**src/marq_pkg.sv**
```systemverilog
// Shared types, widths and codes for the scrolling image marquee.
`default_nettype none
package marq_pkg;
    // Default store extent
    localparam int MAX_WIDTH_DEF  = 64;
    localparam int MAX_HEIGHT_DEF = 64;

    // Field and state widths
    localparam int OP_W       = 2;
    localparam int COL_W      = 6;
    localparam int ROW_W      = 6;
    localparam int PIX_W      = 24;
    localparam int SHOWN_W    = 7;
    localparam int MODE_W     = 2;
    localparam int SIZE_W     = 7;
    localparam int GAP_W      = 6;
    localparam int TICK_W     = 16;
    localparam int CFG_IDX_W  = 3;
    localparam int CFG_DATA_W = 24;
    // Scroll offset: image extent (up to 127) plus gap (up to 63)
    localparam int OFS_W      = 8;
    // Coordinate plus offset before reduction
    localparam int SUM_W      = 9;
    localparam int SHIFT_W    = 4;

    typedef enum logic [OP_W-1:0] {
        OP_TICK  = 2'd0,
        OP_WRITE = 2'd1,
        OP_READ  = 2'd2,
        OP_NOP   = 2'd3
    } t_op;

    localparam logic [MODE_W-1:0] MODE_STATIC = 2'd0;
    localparam logic [MODE_W-1:0] MODE_HORIZ  = 2'd1;
    localparam logic [MODE_W-1:0] MODE_VERT   = 2'd2;

    localparam logic [CFG_IDX_W-1:0] CFG_MODE      = 3'd0;
    localparam logic [CFG_IDX_W-1:0] CFG_WIDTH     = 3'd1;
    localparam logic [CFG_IDX_W-1:0] CFG_HEIGHT    = 3'd2;
    localparam logic [CFG_IDX_W-1:0] CFG_PAD_GAP   = 3'd3;
    localparam logic [CFG_IDX_W-1:0] CFG_PAD_COLOR = 3'd4;
    localparam logic [CFG_IDX_W-1:0] CFG_STEP      = 3'd5;
    localparam logic [CFG_IDX_W-1:0] CFG_PAUSE     = 3'd6;

    typedef struct packed {
        logic cap;
        logic exec;
        logic step;
        logic rd;
        logic load;
    } t_cmd;

    typedef struct packed {
        t_op  op;
        logic scroll;
        logic mod_last;
        logic out_free;
    } t_status;
endpackage
`default_nettype wire

```
**src/marq_ctrl.sv**
```systemverilog
// Controller state machine: sequences accept, execute, remainder, read and load.
`default_nettype none
module marq_ctrl (
    input  logic              i_clk,
    input  logic              i_rst_n,
    input  logic              i_valid,
    input  marq_pkg::t_status i_st,
    output logic              o_ready,
    output marq_pkg::t_cmd    o_cmd
);
    import marq_pkg::*;

    typedef enum logic [4:0] {
        S_IDLE = 5'b00001,
        S_EXEC = 5'b00010,
        S_MOD  = 5'b00100,
        S_READ = 5'b01000,
        S_LOAD = 5'b10000
    } t_state;

    t_state r_state, n_state;

    always_ff @(posedge i_clk) begin
        if (!i_rst_n) begin
            r_state <= S_IDLE;
        end else begin
            r_state <= n_state;
        end
    end

    always_comb begin
        n_state = r_state;
        o_cmd   = '0;
        case (r_state)
            S_IDLE: begin
                if (i_valid) begin
                    o_cmd.cap = 1'b1;
                    n_state   = S_EXEC;
                end
            end
            S_EXEC: begin
                o_cmd.exec = 1'b1;
                if (i_st.op == OP_READ) begin
                    n_state = i_st.scroll ? S_MOD : S_READ;
                end else begin
                    n_state = S_LOAD;
                end
            end
            S_MOD: begin
                o_cmd.step = 1'b1;
                if (i_st.mod_last) begin
                    n_state = S_READ;
                end
            end
            S_READ: begin
                o_cmd.rd = 1'b1;
                n_state  = S_LOAD;
            end
            S_LOAD: begin
                // hold the result until the output register frees up
                if (i_st.out_free) begin
                    o_cmd.load = 1'b1;
                    n_state    = S_IDLE;
                end
            end
            default: n_state = S_IDLE;
        endcase
    end

    assign o_ready = (r_state == S_IDLE);
endmodule
`default_nettype wire

```
**config.mk**
```make
export PLATFORM = sky130hd
export DESIGN_NAME = marq_ctrl
export DESIGN_NICKNAME = d
export VERILOG_FILES = /design/src/marq_pkg.sv /design/src/marq_ctrl.sv
export SDC_FILE = /design/constraint.sdc
export NUM_CORES = 1
export LEC_CHECK = 0
export BUFFER_PORTS_ARGS = -buffer_cell sky130_fd_sc_hd__buf_2
export CAP_MARGIN = 25
export CELL_PAD_IN_SITES_DETAIL_PLACEMENT = 0
export CELL_PAD_IN_SITES_GLOBAL_PLACEMENT = 1
export CORE_AREA = 2 2 39 41
export CTS_CLUSTER_DIAMETER = 200
export DETAILED_ROUTE_END_ITERATION = 6
export DIE_AREA = 0 0 41 43
export PLACE_DENSITY = 0.57
export SETUP_SLACK_MARGIN = 0.15
export SYNTH_ARGS = -nofsm -noshare
export SYNTH_HDL_FRONTEND = slang
export SYNTH_SLANG_ARGS = --single-unit
```
**constraint.sdc**
```tcl
create_clock -name i_clk -period 3.9 [get_ports i_clk]
set_input_delay 0.78 -clock i_clk [delete_from_list [all_inputs] [get_ports i_clk]]
set_output_delay 0.78 -clock i_clk [all_outputs]
set_load 0.02 [all_outputs]
```
# --- Word level (Yosys, flattened, before mapping) ---
# Cells that the tools add are included.
word_totals:
  reg_bits: 5
  in_bits: 8
  elab_cells: 24
op_classes:
  n_eq_ne: 9
  muxes: 13
  reduce_logical: 1
op_table:
  columns: ["cell", "n"]
  rows:
  - ["5-bit one-hot mux with 5 select lines", 1]
  - ["5-bit 2-to-1 mux", 4]
  - ["1-bit 2-to-1 mux", 7]
  - ["2-bit inequality test (second input constant)", 3]
  - ["5-bit by 1-bit equality test with 1-bit output (second input constant)", 1]
  - ["5-bit by 2-bit equality test with 1-bit output (second input constant)", 1]
  - ["5-bit by 3-bit equality test with 1-bit output (second input constant)", 1]
  - ["5-bit by 4-bit equality test with 1-bit output (second input constant)", 1]
  - ["5-bit equality test (second input constant)", 1]
  - ["4-bit 2-to-1 mux", 1]
  - ["3-bit AND reduction", 1]
  - ["2-bit equality test (second input constant)", 1]

# --- Longest topological paths before layout ---
# Gate-level depths: netlist of run 1.
logic_depth:
  ltp_word: 3
  ltp_mapped: 5
  ltp_nobuf: 5

# --- Worst setup path after synthesis of run 1 ---
# No wires, ideal clock.
synth_path:
  kind: "flip-flop to output port"
  from: "register r_state[0]"
  to: "output o_cmd[1] (netlist bit)"
  path_stages_with_launch: 3
  arrival_time_ps: 1464
  path_slack_ps: 1656
  path_buffers: 0
  path_cell_list: "dfxtp_1 or2_1 nor4b_1"
synth_rtl:
  columns: ["item", "line_no", "text"]
  rows:
  - ["start: declaration", "marq_ctrl.sv:21", "t_state r_state, n_state;"]
  - ["start signal: assignment", "marq_ctrl.sv:27", "r_state <= n_state;"]
  - ["end: declaration", "marq_ctrl.sv:9", "output marq_pkg::t_cmd o_cmd"]

==> results by group, run 1 <==
Worst setup path
  • Delay of the slowest critical-path stage: 0.42 ns
  • List of cells traversed by the critical path: or3_4 > or3b_4 > nor2_1 > buf_2
  • Data required time of the critical path: 3.12 ns
  • Crit Path Category: flip-flop to primary output
  • Capturing element type of the critical path: primary output
  • Buf/Inv on CP: 1
  • Startpoint Class: flip-flop
  • Dominant delay contributor by cell family on the critical path: simple AND/OR/NAND/NOR gates
  • CP max stage cell: or3_4
  • Critical path arrival: 1.69 ns
  • CP max FO: 8

Layout
  • End-of-flow core utilization: 0.314
  • Fraction of layout instances using a drive strength above 1: 0.368
  • Largest registers ranked by flip-flop count: r_state x5
  • Flip-flop count of the largest register after layout: 5
  • Largest Register: r_state
  • Area grow syn2layout: 34.5%
  • Final layout net count: 66
  • Final std cell area, no fill: 434 µm²
  • Diode count: 0

Timing
  • Worst clock skew: 0.000560 ns
  • Max-Slew Margin vs Limit: 0.676
  • Slew @ Worst Pin: 0.479 ns
  • Period utilisation layout: 0.633
  • Crit path time final: 2.47 ns
  • Setup repair after global routing missed its margin: false
  • Count of final setup violators: 0
  • Number of hold violations in the final report: 0
  • Highest attainable clock frequency: 405 MHz
  • Number of pins with negative max-slew slack in the final report: 0
  • Smallest setup slack after layout: about 1.4 ns
  • Setup TNS: 0 ns

Global routing
  • Total congestion overflow after global routing: 0
  • Number of antenna violations at the first check in global routing: 0
  • Wire length of the first global-routing pass: 1.24 mm
  • Pin count of the biggest net entering global routing: 9
  • Via count of the first global-routing pass: 298
  • Global routing usage summed across all routing layers: 0.108

Die
  • Boundary Pins: 14
  • Initial Util: 0.233
  • Row count: 14
  • Width of the die: 41 µm
  • Total die area: roughly 0.0018 mm²
  • Vert. Die Dim: approximately 43 µm
  • Standard cell core area: 0.00138 mm²

Pwr
  • Static leakage power: 0.201 nW
  • Max VDD drop: ~180 µV
  • Total power after layout: 0.278 mW
  • Power per cell area: between 600 and 700 mW/mm²

Clock tree
  • Clock root buffer: clkbuf_4
  • Post CTS Setup Buffer Count: 0
  • Cts-stage hold buffer count: 0
  • Cts repair resizes: 0
  • H-tree level count: 1
  • Clock insertion delay at the later pin of the skew report: 0.24 ns
  • Num CTS Buffers: 3
  • Deepest clock path buffer count: 2
  • TritonCTS clock tree: built
  • Clock Sink Count: 5
  • Worst-path clk slew: approximately 0.04 ns

Detailed routing
  • Initial DRT Pass Iterations: 3
  • Mean routed wirelength per cell: 10.6 µm
  • Initial DRC Count: 8
  • DRC violation count after routing: 0
  • Overall via count from detail_route: about 330
  • Vias/cell: 4.51
  • Post-DRT Antenna Nets: 0
  • Aggregate routed wire length: 772 µm

Job
  • Max Cap Violations: 0

Logic synthesis
  • Flip-flop and latch count after synthesis: 5
  • Mapped Cells: 40
  • Post-synthesis net count: 48
  • Sequential-to-total area share from yosys stat: 0.310
  • Synth warnings: 0
  • Synthesized area divided by synthesized cell count: 8.07 µm²
  • Synth unique cells: 23
  • Cell Area, Synth: 323 µm²

Placement
  • Number of buffer cells added on primary ports: 13
  • Setup slack at placement: 1.69 ns
  • HPWL Detailed: 621 µm
  • Cell area reported after detailed placement: 408 µm²
  • Routability congestion estimate from global placement: 0.663

Worst hold path
  • Worst min-delay path category: flip-flop to flip-flop

Status
  • Outcome: finished clean
==> layout make-up <==
cell class | count | area, µm²
fillers | 156 | 950
multi-input cells | 31 | 206
flip-flops and latches | 5 | 100
repair buffers | 13 | 65.1
clock buffers | 4 | 26.3
well taps | 16 | 20.0
inverters | 4 | 16.3
==> power by group <==
group	switching [mW]	internal [mW]	leakage [nW]	total (mW)
Clock	0.0197	0.0386	0.0150	0.0583
Combinational	0.0758	0.0609	0.145	0.137
Sequential	0.0191	0.0644	0.0410	0.0835
==> cell families (layout without fill, tap and decap cells) <==
logic type	Yosys count	in the layout	share of synthesized area
AOI/OAI and AO/OA	9	9	0.221
and+or+nand+nor	21	21	0.392
buffers and inverters	4	21	0.0504
DFF	5	5	0.310
xor gates and xnor gates	1	1	0.0271
==> per-stage QoR <==
stage / std cells / hold slack [ns]
floorplan: 40 / 0.610
global placement: 69 / 0.682
detailed placement: 69 / 0.670
CTS: 73 / 0.674
global route: 73 / 0.717
finish: 73 / 0.670
==> path summary, 6_finish.rpt <==
path	from	to	slack (ns)	depth (start not counted)
worst max-delay path	r_state[2]	o_cmd[4]	1.43	4
worst min-delay path	r_state[1]	r_state[3]	0.67	4
worst max register to register	r_state[2]	r_state[0]	2.26	5
worst min register to register	r_state[1]	r_state[3]	0.67	4
==> cells in the final DEF, fill, tap and decap left out <==
cell and n:
nand2b_1 3, and4b_1 1, nor3_1 1, clkinv_2 1, nor4b_1 1, clkbuf_4 3, a211oi_2 1, dfxtp_1 5
clkbuf_1 1, o21ai_0 1, inv_1 3, or2_1 1, buf_2 13, or3b_4 1, nand2_1 3, or3_4 1
nor2_1 5, a2111oi_2 1, a21o_1 1, a211o_1 1, o21ai_1 1, nor4_1 3, xor2_1 1, o211ai_1 1
and3_1 1, a21oi_1 2
==> worst register-to-register path, stage by stage (launching register included) <==
cell and delay, ns:
dfxtp_1 0.37, or3_4 0.42, or3b_4 0.41, clkinv_2 0.08, a2111oi_2 0.08, a21o_1 0.18
==> synthesized netlist by cell type <==
master,count,area share
clkinv_2,1,0.015
nor4b_1,1,0.027
or3b_4,1,0.035
and3_1,1,0.019
o21ai_0,1,0.015
or3_4,1,0.035
dfxtp_1,5,0.31
o21ai_1,1,0.015
and4b_1,1,0.031
a211o_1,1,0.027
xor2_1,1,0.027
nand2_1,3,0.035
or2_1,1,0.019
nand2b_1,3,0.058
nor3_1,1,0.015
o211ai_1,1,0.023
nor4_1,3,0.058
a2111oi_2,1,0.046
a211oi_2,1,0.039
nor2_1,5,0.058
a21oi_1,2,0.031
a21o_1,1,0.023
inv_1,3,0.035
==> metal layers <==
layer	GRT usage	wire length [µm]
met1	0.129	391
met3	0.0471	34
met4	0.0600	0
met2	0.153	347
met5	0	0
No activity file was read; power rests on OpenSTA's default activity.
==> run 2, diff against run 1 <==
Settings changed: PLACE_DENSITY 0.57 to 0.59.
Clock period 3.9 ns to 2.1 ns, I/O delays scaled along.
==> run 2 against run 1 <==
Net effect:
- sequential share of layout area is 1.6 points lower
- worst hold slack worse by 0.24 ns
- wire length is 15% higher
- cell count is 5.5% higher
- final area is 14% higher
- utilization is 4.5 points higher
- first-iteration DRC count is 25% lower
- count of clock-buffer cells in the layout stayed put
- non-clock buffer count is 4 higher
==> results by group, run 2 (same netlist as run 1, synthesis figures left out) <==
Die
  • Width of the die: 41 µm (unchanged)
  • Initial Util: 0.233 (unchanged)
  • Row count: 14 (unchanged)
  • Total die area: 0.00176 mm² (unchanged)
  • Vert. Die Dim: 43 µm (unchanged)
  • Boundary Pins: 14 (unchanged)
  • Standard cell core area: 0.00138 mm² (unchanged)

Timing
  • Setup repair after global routing missed its margin: true
  • Number of hold violations in the final report: 0 (unchanged)
  • Worst clock skew: 0.000492 ns (-0.0000674 ns)
  • Worst hold margin: 0.434 ns (-0.236 ns)
  • Smallest setup slack after layout: 0.121 ns (-1.31 ns)
  • Count of final setup violators: 0 (unchanged)
  • Max-Slew Margin vs Limit: 0.703 (+0.0276)
  • Setup TNS: 0 ns (unchanged)
  • Highest attainable clock frequency: 505 MHz
  • Number of pins with negative max-slew slack in the final report: 0 (unchanged)
  • Crit path time final: between 1.5 and 2 ns
  • Period utilisation layout: 0.942
  • Slew @ Worst Pin: 0.441 ns (-0.0387 ns)

Global routing
  • Number of antenna violations at the first check in global routing: 0 (unchanged)
  • Pin count of the biggest net entering global routing: 8 (-1)
  • Wire length of the first global-routing pass: 1.39 mm (+13%)
  • Total congestion overflow after global routing: 0 (unchanged)
  • Global routing usage summed across all routing layers: 0.118 (+0.0108)
  • Via count of the first global-routing pass: 338 (+13%)

Job
  • Max Cap Violations: 0 (unchanged)

Worst setup path
  • Flop2flop setup slack: 0.41 ns (-1.85 ns)
  • End point of the critical path: o_cmd[4]
  • CP max FO: 3 (-5)
  • Logic depth of the worst register-to-register path: 5 (unchanged)
  • Worst r2r src: r_state[2]
  • Critical path arrival: 1.56 ns (-0.13 ns)
  • Crit. Startpoint: r_state[2]
  • Data required time of the critical path: 1.68 ns (-1.44 ns)
  • Crit Path Category: flip-flop to primary output
  • Startpoint Class: flip-flop
  • Capture point of the worst reg-to-reg path: r_state[4]
  • Capturing element type of the critical path: primary output

Pwr
  • Static leakage power: 0.228 nW (+14%)
  • Max VDD drop: 474 µV (+170%)
  • Proportion of power drawn by combinational gates: 0.559 (+0.068)
  • Int Power: 0.360 mW (+120%)
  • Power dissipated by switching net loads: 0.244 mW (+110%)
  • Power per cell area: 1220 mW/mm² (+89%)
  • Sequential power share: 0.261 (-0.039)
  • Switching power share of the total: 0.404 (-0.00806)
  • Share of total power in the clock network: 0.179 (-0.030)

Clock tree
  • Clock root buffer: clkbuf_4
  • Deepest clock path buffer count: 2 (unchanged)
  • TritonCTS clock tree: built
  • Num CTS Buffers: 3 (unchanged)
  • Clock Sink Count: 5 (unchanged)
  • H-tree level count: 1 (unchanged)
  • Worst-path clk slew: 0.04 ns (about the same)
  • Cts-stage hold buffer count: 0 (unchanged)
  • Clock insertion delay at the later pin of the skew report: 0.23 ns (about the same)

Layout
  • Largest registers ranked by flip-flop count: r_state x5
  • Area grow syn2layout: 53.9%
  • Fraction of layout instances using a drive strength above 1: 0.492 (+0.123)
  • Largest Register: r_state
  • Final std cell area, no fill: 497 µm² (+14%)
  • Commonest non-fill, non-tap cells in the layout: 11 x buf_2, 4 x nor2_1, 4 x buf_4
  • Flip-flop count of the largest register after layout: 5 (unchanged)
  • Final layout net count: 70 (+6.1%)
  • End-of-flow core utilization: 0.359 (+0.0452)
  • Most common cell after layout, fill and taps aside: buf_2
  • Diode count: 0 (unchanged)

Detailed routing
  • Initial DRC Count: 6 (-2)
  • Mean routed wirelength per cell: 11.5 µm (+8.8%)
  • Aggregate routed wire length: 886 µm (+15%)
  • Vias/cell: 4.81 (+6.6%)
  • Initial DRT Pass Iterations: 4 (+1)
  • DRC violation count after routing: 0 (unchanged)
  • Overall via count from detail_route: 370 (+12%)
  • Post-DRT Antenna Nets: 0 (unchanged)

Placement
  • HPWL Detailed: 645 µm (+3.8%)
  • Number of buffer cells added on primary ports: 13 (unchanged)
  • Routability congestion estimate from global placement: 0.671 (+1.3%)
  • Cell area reported after detailed placement: 408 µm² (unchanged)
  • Setup slack at placement: 0.249 ns (-1.44 ns)

Status
  • Outcome: finished clean

Worst hold path
  • Worst min-delay path category: primary input to flip-flop
## run 2: metal layers
metal	wire length, µm	global-route usage	up-vias
met3	60	0.0157	0
met1	390	0.148	168
li1	-	-	187
met5	0	0	-
met4	0	0.0800	0
met2	436	0.178	15
## run 2: stage by stage
step	instances	total power, mW
final	77	0.604
after global routing	77	0.639
after CTS	77	0.585
after detailed placement	69	0.414
after global placement	69	0.420
after floorplan	40	0.345
## run 2: power groups by stage
stage | clock, mW | sequential (mW) | combinational, mW
final | 0.108 | 0.158 | 0.337
after global routing | 0.115 | 0.161 | 0.363
after CTS | 0.109 | 0.156 | 0.319
after detailed placement | 0 | 0.157 | 0.256
after global placement | 0 | 0.161 | 0.259
after floorplan | 0 | 0.147 | 0.198
## run 2: final cells by class
type                    count  area, µm²
flip-flops and latches      5        106
multi-input cells          31        220
clock buffers               4       26.3
inverters                   4       16.3
fillers                   160        887
well taps                  16       20.0
repair buffers             17        108
## run 2: worst min-delay path by stage
stage	from	end	cells past startpoint
floorplan	i_st[1]	r_state[3]	2
global placement	i_st[2]	r_state[2]	3
detailed placement	i_st[2]	r_state[2]	3
CTS	i_rst_n	r_state[2]	3
global route	i_rst_n	r_state[2]	3
finish	i_rst_n	r_state[2]	3
## run 2: what timing repair did
action / 4_1_cts / 5_1_grt
resized for setup: 8 / 3
hold endpoints to repair: 0 / 0
endpoints found under the setup margin: 3 / 2
buffers inserted: 4 / 0
pin swaps: 3 / 2
## run 2: critical path, stage by stage (launching register included)
cell and delay [ns]:
dfxtp_4 0.33, or3_4 0.36, or3b_4 0.42, nor2_4 0.10, buf_6 0.12
